[src/pfpa_pkg.sv]
package pfpa_pkg;
   localparam int FRAME_BYTES = 262144;
   localparam int PALETTE_DEPTH = 256;
   localparam int ADDR_W = $clog2(FRAME_BYTES);
   localparam int PAL_W = $clog2(PALETTE_DEPTH);
   localparam int PCNT_W = PAL_W + 1;
   localparam logic [14:0] MAX_DIM = 15'd30000;

   localparam logic [1:0] ST_OK = 2'd0;
   localparam logic [1:0] ST_RANGE = 2'd1;
   localparam logic [1:0] ST_FULL = 2'd2;

   localparam logic [2:0] DC_1 = 3'd0;
   localparam logic [2:0] DC_4 = 3'd1;
   localparam logic [2:0] DC_8 = 3'd2;
   localparam logic [2:0] DC_16 = 3'd3;
   localparam logic [2:0] DC_24 = 3'd4;
   localparam logic [2:0] DC_32 = 3'd5;

   localparam logic [1:0] REG_DEPTH = 2'd0;
   localparam logic [1:0] REG_WIDTH = 2'd1;
   localparam logic [1:0] REG_HEIGHT = 2'd2;

   typedef enum logic [3:0] {
      S_CLEAR, S_IDLE, S_ADDR, S_CHECK, S_SEARCH, S_SWAIT, S_PRD, S_PRWAIT,
      S_BRD, S_BWAIT, S_BWR, S_DONE
   } state_type;

   // controller to datapath
   typedef struct packed {
      logic load;       // capture item and start address math
      logic addr_step;  // advance address pipeline
      logic srch_start;
      logic srch_rd;    // issue palette read at search index
      logic srch_next;
      logic pal_append; // write new entry
      logic pal_rd;     // read palette at stored index
      logic byte_wr;    // write frame byte
      logic byte_next;
      logic clr_wr;
      logic set_status;
      logic [1:0] status;
      logic rsp_load;
   } cmd_type;

   // datapath to controller
   typedef struct packed {
      logic range_bad;
      logic mode;
      logic palette_kind;
      logic srch_done;   // index reached palette_used
      logic srch_hit;
      logic can_append;
      logic last_byte;
      logic clr_done;
   } sts_type;
endpackage

[src/pfpa_ctrl.sv]
module pfpa_ctrl (
   input  logic              clock,
   input  logic              reset,
   input  logic              req_tvalid,
   output logic              req_tready,
   output logic              rsp_tvalid,
   input  logic              rsp_tready,
   input  pfpa_pkg::sts_type sts,
   output pfpa_pkg::cmd_type cmd
);
   import pfpa_pkg::*;

   state_type state_ff, state_in;
   logic      rsp_valid_ff, rsp_valid_in;

   // next state
   always_comb begin
      state_in = state_ff;
      case (state_ff)
         S_CLEAR: if (sts.clr_done) state_in = S_IDLE;
         S_IDLE: if (req_tvalid) state_in = S_ADDR;
         S_ADDR: state_in = S_CHECK;
         S_CHECK: begin
            if (sts.range_bad) state_in = S_DONE;
            else if (sts.palette_kind && sts.mode) state_in = S_SEARCH;
            else if (sts.palette_kind) state_in = S_BRD;
            else state_in = S_BRD;
         end
         S_SEARCH: begin
            if (sts.srch_done) begin
               state_in = sts.can_append ? S_BRD : S_DONE;
            end else begin
               state_in = S_SWAIT;
            end
         end
         S_SWAIT: state_in = S_PRWAIT;
         S_PRWAIT: state_in = sts.srch_hit ? S_BRD : S_SEARCH;
         S_PRD: state_in = S_DONE;
         S_BRD: state_in = S_BWAIT;
         S_BWAIT: state_in = S_BWR;
         S_BWR: begin
            if (sts.palette_kind && !sts.mode) state_in = S_PRD;
            else if (sts.last_byte) state_in = S_DONE;
            else state_in = S_BRD;
         end
         S_DONE: if (!rsp_valid_ff || rsp_tready) state_in = S_IDLE;
         default: state_in = S_IDLE;
      endcase
   end

   // command outputs
   always_comb begin
      cmd = '0;
      cmd.status = ST_OK;
      case (state_ff)
         S_CLEAR: cmd.clr_wr = 1'b1;
         S_IDLE: cmd.load = req_tvalid;
         S_ADDR: cmd.addr_step = 1'b1;
         S_CHECK: begin
            cmd.srch_start = 1'b1;
            if (sts.range_bad) begin
               cmd.set_status = 1'b1;
               cmd.status = ST_RANGE;
            end
         end
         S_SEARCH: begin
            if (sts.srch_done) begin
               if (sts.can_append) begin
                  cmd.pal_append = 1'b1;
               end else begin
                  cmd.set_status = 1'b1;
                  cmd.status = ST_FULL;
               end
            end else begin
               cmd.srch_rd = 1'b1;
            end
         end
         S_PRWAIT: cmd.srch_next = !sts.srch_hit;
         S_BWR: begin
            cmd.byte_wr = sts.mode;
            cmd.byte_next = 1'b1;
            cmd.pal_rd = sts.palette_kind && !sts.mode;
         end
         S_DONE: cmd.rsp_load = !rsp_valid_ff || rsp_tready;
         default: cmd = '0;
      endcase
   end

   assign req_tready = (state_ff == S_IDLE);

   // output register valid
   always_comb begin
      rsp_valid_in = rsp_valid_ff;
      if (rsp_tready) rsp_valid_in = 1'b0;
      if (cmd.rsp_load) rsp_valid_in = 1'b1;
   end

   always_ff @(posedge clock) begin
      if (reset) begin
         state_ff <= S_CLEAR;
         rsp_valid_ff <= 1'b0;
      end else begin
         state_ff <= state_in;
         rsp_valid_ff <= rsp_valid_in;
      end
   end
   assign rsp_tvalid = rsp_valid_ff;
endmodule

[config.mk]
export PLATFORM = sky130hd
export DESIGN_NAME = pfpa_ctrl
export DESIGN_NICKNAME = d
export VERILOG_FILES = /design/src/pfpa_pkg.sv /design/src/pfpa_ctrl.sv
export SDC_FILE = /design/constraint.sdc
export NUM_CORES = 1
export LEC_CHECK = 0
export ABC_AREA = 0
export BUFFER_PORTS_ARGS = -buffer_cell sky130_fd_sc_hd__buf_2
export CAP_MARGIN = 0
export CORE_ASPECT_RATIO = 0.7
export CORE_UTILIZATION = 28
export DETAILED_ROUTE_END_ITERATION = 16
export GPL_TIMING_DRIVEN = 0
export PLACE_DENSITY = 0.62
export SETUP_SLACK_MARGIN = 0.4
export SLEW_MARGIN = 10
export SYNTH_ARGS = -nofsm -noshare
export SYNTH_HDL_FRONTEND = slang
export SYNTH_SLANG_ARGS = --single-unit
[constraint.sdc]
create_clock -name clock -period 2.5 [get_ports clock]
set_input_delay 0.25 -clock clock [delete_from_list [all_inputs] [get_ports clock]]
set_output_delay 0.25 -clock clock [all_outputs]
set_load 0.1 [all_outputs]
-- Yosys cells after proc, flatten, opt, wreduce, memory -nomap -nowiden
Index checks and enable logic that the tools add are counted.
- input bits: 12
- register bits after elaboration: 5
- output and inout bits: 16
- reductions and logical operators: 9
- equality and inequality tests: 14
- mux-type cells: 29
- operators by type and width (cell ; count):
    4-bit case mux with 12 select lines ; 1
    4-bit two-way mux ; 8
    4-bit by 3-bit equality test with 1-bit output, second input constant ; 4
    4-bit equality test, second input constant ; 4
    1-bit two-way mux ; 13
    3-bit two-way mux ; 4
    4-bit by 2-bit equality test with 1-bit output, second input constant ; 2
    2-bit inequality test, second input constant ; 3
    3-bit case mux with 2 select lines ; 1
    4-bit by 1-bit equality test with 1-bit output, second input constant ; 1
    4-bit logical NOT ; 1
    2-bit two-way mux ; 2
    1-bit logical NOT ; 3
    3-bit AND reduction ; 1
    1-bit logical AND ; 2
    2-bit nonzero test ; 1
    1-bit logical OR ; 1

-- Logic depth before layout (Yosys ltp)
- word-level depth: 4
- gate-level depth with buffers: 6
- mapped depth without buffers: 4

-- Worst setup path before layout
OpenSTA, ideal clock, no wires.
- path kind: reg2reg
- from: register state_ff[1]
- to: register state_ff[0]
- library setup time: 286 ps
- data arrival time: 3923 ps
- path buffers: 2
- required time: 2214 ps
- cell stages (with the launch flop): 5
- slack: -1709 ps
- cells stage by stage: dfxtp_1 buf_6 clkbuf_1 nor4_1 a221oi_1
- cells in the longest elaborated chain, start to end: 3
- ends and longest elaborated chain (item ; RTL line ; text):
    from (decl) ; pfpa_ctrl.sv:13 ; state_type state_ff, state_in;
    from (signal assigned) ; pfpa_ctrl.sv:103 ; state_ff <= state_in;
    4-bit equality test (tied with other cells) ; pfpa_ctrl.sv:19 ; case (state_ff)
    2-bit inequality test (no source line) ; - ;
    3-bit AND reduction (no source line) ; - ;
Several ways; a longest one is shown, not always the timed one.
A chain may end at the register's enable or synchronous reset.

==> summary.txt <==
status: finished, final reports clean
CP peak stage delay: 570 ps
DRT Pass-1 Iters: 4
Initial Util: 30.10%
clock network fraction of total power: 30.8%
Worst Path Arrival: 1780 ps
crit-path max FO: 10
Final period util: 81.22%
share of the synthesized area in the top cell type: 17.78%
CTS Buf Count: 3
number of global-route vias before repair: 599
Period minus WS final: 2031 ps
Crit path required time: 2250 ps
DIE WIDTH: 55.60 um
met3 wire length: 131 um
Power Dens Cells: 365.6 nW/um^2
initial antenna violation count: 0
via count: 669
Final nets: 121
max cap viols: 0
Highest Signal Layer: met3
Layout area overhead: 44.67%
core area: 1871 um^2
initial DRC count: 7
WL met1: 723 um
Leak Pwr: 0.3652 nW
Final Setup Violations: 0
yosys synthesis warning count: 0
CTS max path bufs: 2
hold-fix buffers at CTS: 0
Final Total Pwr: 0.2978 mW
GR Overflow Total: 0
Placer Congestion: 0.8786
Hold WS: 249.7 ps
pin count of the biggest net entering global routing: 11
Worst-Skew Late Latency: 240 ps
crit path kind: reg2out
syn nets: 89
final hold violations: 0
Root Driver: clkbuf_4
mux contribution to synthesized area: 0%
sw frac: 40.50%
Chip Height: 39.52 um
Layout Skew: 3.706 ps
Distinct cells, synth: 37
Global Route Usage Sum: 16.28%
Synth Area in Adders: 0%
sw power: 0.1206 mW
I/O Buffers: 27
DIE AREA: 2197 um^2
xor and xnor area share after synthesis: 0%
final wirelength: 1589 um
n_diodes: 0
largest family of logic cells by synthesized area: simple AND/OR/NAND/NOR gates
worst slew margin relative to its limit: 65.22%
largest cells by area after synthesis: dfxtp_1 (18%), a21oi_1 (7.1%), nand2b_1 (6.7%)
Ports: 28
number of H-tree levels: 1
post-route core utilization: 43.55%
wire length on met2: 735 um
Post-Synth Simple-Gate Area: 40.00%
worst hold path type: in2reg
Post-CTS Repair Setup Buffers: 0
leading area contributor after synthesis: dfxtp_1
site row count: 13
Slew @ Worst Pin: 521.7 ps
Inst Count DP: 126
Avg Vias per Cell: 5.146
number of routed nets with antenna violations: 0
CTS tree: yes
Int Pwr: 0.1772 mW
peak supply drop: 195.2 uV
Slew Viols, Final: 0
Reg2Reg Setup Slack: 930 ps
Max Clock Freq: 492.5 MHz
CTS Sinks: 5
share of cells above drive strength 1: 46.30%
DRC viols: 0
clk slew on worst S/H paths: 40 ps
DP HPWL: 1283 um
Final Non-Filler Cells: 130
DR WL/cell: 12.22 um
Flop pwr share: 29.0%
crit path capture type: output port
Comb power frac: 40.2%
register area share after synthesis: 17.78%
critical path, cell by cell: buf_6 > or4b_4 > nor2_2 > buf_2
first-pass GRT wire length: 2704 um
startpoint types: flip-flop
post-synthesis average cell area: 7.312 um^2
synthesized flop and latch total: 5
CP max-delay cell: or4b_4
RSZ-0062 raised after global routing: no
Synth Area in Compound Gates: 32.00%
Mapped Cells: 77
area of the mapped netlist: 563.0 um^2
setup_tns: 0 ps
==> worst paths after layout <==
kind / depth (start not counted) / endpoint / from
worst max-delay path: 4 / cmd[8] / state_ff[1]
worst min-delay path: 2 / rsp_tvalid / reset
worst max register to register: 5 / state_ff[1] / state_ff[3]
worst min register to register: 2 / rsp_tvalid / rsp_tvalid
==> critical path, delay by kind of cell (launching register included) <==
kind                   cells  cell delay (ps)
flip-flops                 1              300
buffers and inverters      2              550
AND/OR/NAND/NOR            2              690
==> state kept, by name (all words and copies together) (netlist names) <==
register / cells
state_ff: 4
rsp_tvalid: 1
==> synth_stat cells <==
cell and instances:
o21ai_0 1, buf_4 1, nor4_1 1, a211oi_2 1, or4b_4 1, a211oi_1 1
or3_1 1, a21boi_0 1, nand4b_1 1, and2_1 3, and3_1 2, nor3_2 1
a21oi_1 8, o22ai_1 1, dfxtp_1 5, nor3_1 3, o32ai_4 1, nor2b_1 4
a221oi_1 1, a21o_1 2, buf_2 1, buf_6 1, nand2_1 1, inv_1 5
a2111oi_0 1, o2bb2ai_1 1, and3b_1 1, nand3_1 2, a2bb2oi_1 1, nand2b_1 6
nor2_1 7, nand4_1 1, clkbuf_1 4, o211ai_1 2, a211o_1 1, nor4bb_1 1
nor2_2 1
==> stage by stage <==
stage / cell area [um^2] / worst slack, ps
3_5_place_dp: 778.2 / 639.1
5_1_grt: 814.5 / 402.2
4_1_cts: 807.0 / 440.2
6_report: 814.5 / 469.4
3_3_place_gp: 778.2 / 636.1
2_1_floorplan: 615.6 / -341.6
==> cells by family after synthesis <==
group,Yosys count
DFF,5
buffers and inverters,12
and+or+nand+nor,37
AOI/OAI and AO/OA,23
==> layout make-up <==
| type | instances | area (um^2) |
|---|---|---|
| fill | 191 | 1056 |
| sequential | 5 | 100.1 |
| buffer | 7 | 41.29 |
| tap | 22 | 27.53 |
| multi-input combinational | 60 | 455.4 |
| timing repair buffer | 27 | 145.1 |
| clock buffer | 4 | 26.28 |
| inverter | 5 | 18.77 |
==> layout by cell type (no fill, tap or decap), types with 2 or more instances in the layout <==
cell / synthesis / layout
o211ai_1: 2 / 2
nor2_2: 1 / 2
nor2_1: 7 / 5
and2_2: 0 / 2
clkbuf_1: 4 / 3
nand3_1: 2 / 2
and3_1: 2 / 2
nor2b_1: 4 / 4
inv_1: 5 / 5
clkbuf_4: 0 / 6
buf_2: 1 / 24
nand2b_1: 6 / 5
clkbuf_2: 0 / 2
buf_4: 1 / 2
dfxtp_1: 5 / 5
a21o_1: 2 / 2
a21oi_1: 8 / 8
nor3_2: 1 / 3
==> repair_timing <==
| action | 4_1_cts | 5_1_grt |
|---|---|---|
| cloned | 0 | 0 |
| endpoints found under the hold margin | 0 | 0 |
| resized for setup | 1 | 3 |
| endpoints found under the setup margin | 1 | 3 |
==> power by group through the flow <==
stage | logic [mW] | registers, mW | clock network (mW)
6_report | 0.120 | 0.0865 | 0.0917
5_1_grt | 0.128 | 0.0867 | 0.105
4_1_cts | 0.120 | 0.0863 | 0.0975
3_5_place_dp | 0.120 | 0.0877 | 0
3_3_place_gp | 0.118 | 0.0874 | 0
2_1_floorplan | 0.0941 | 0.0867 | 0
==> routing by layer <==
layer	track usage, %	vias to the layer above
li1	-	342
met1	21.88	299
met2	26.20	28
met3	5.281	0
met4	1.875	0
met5	0	-
Note: power is estimated with default switching activity, not from simulation.
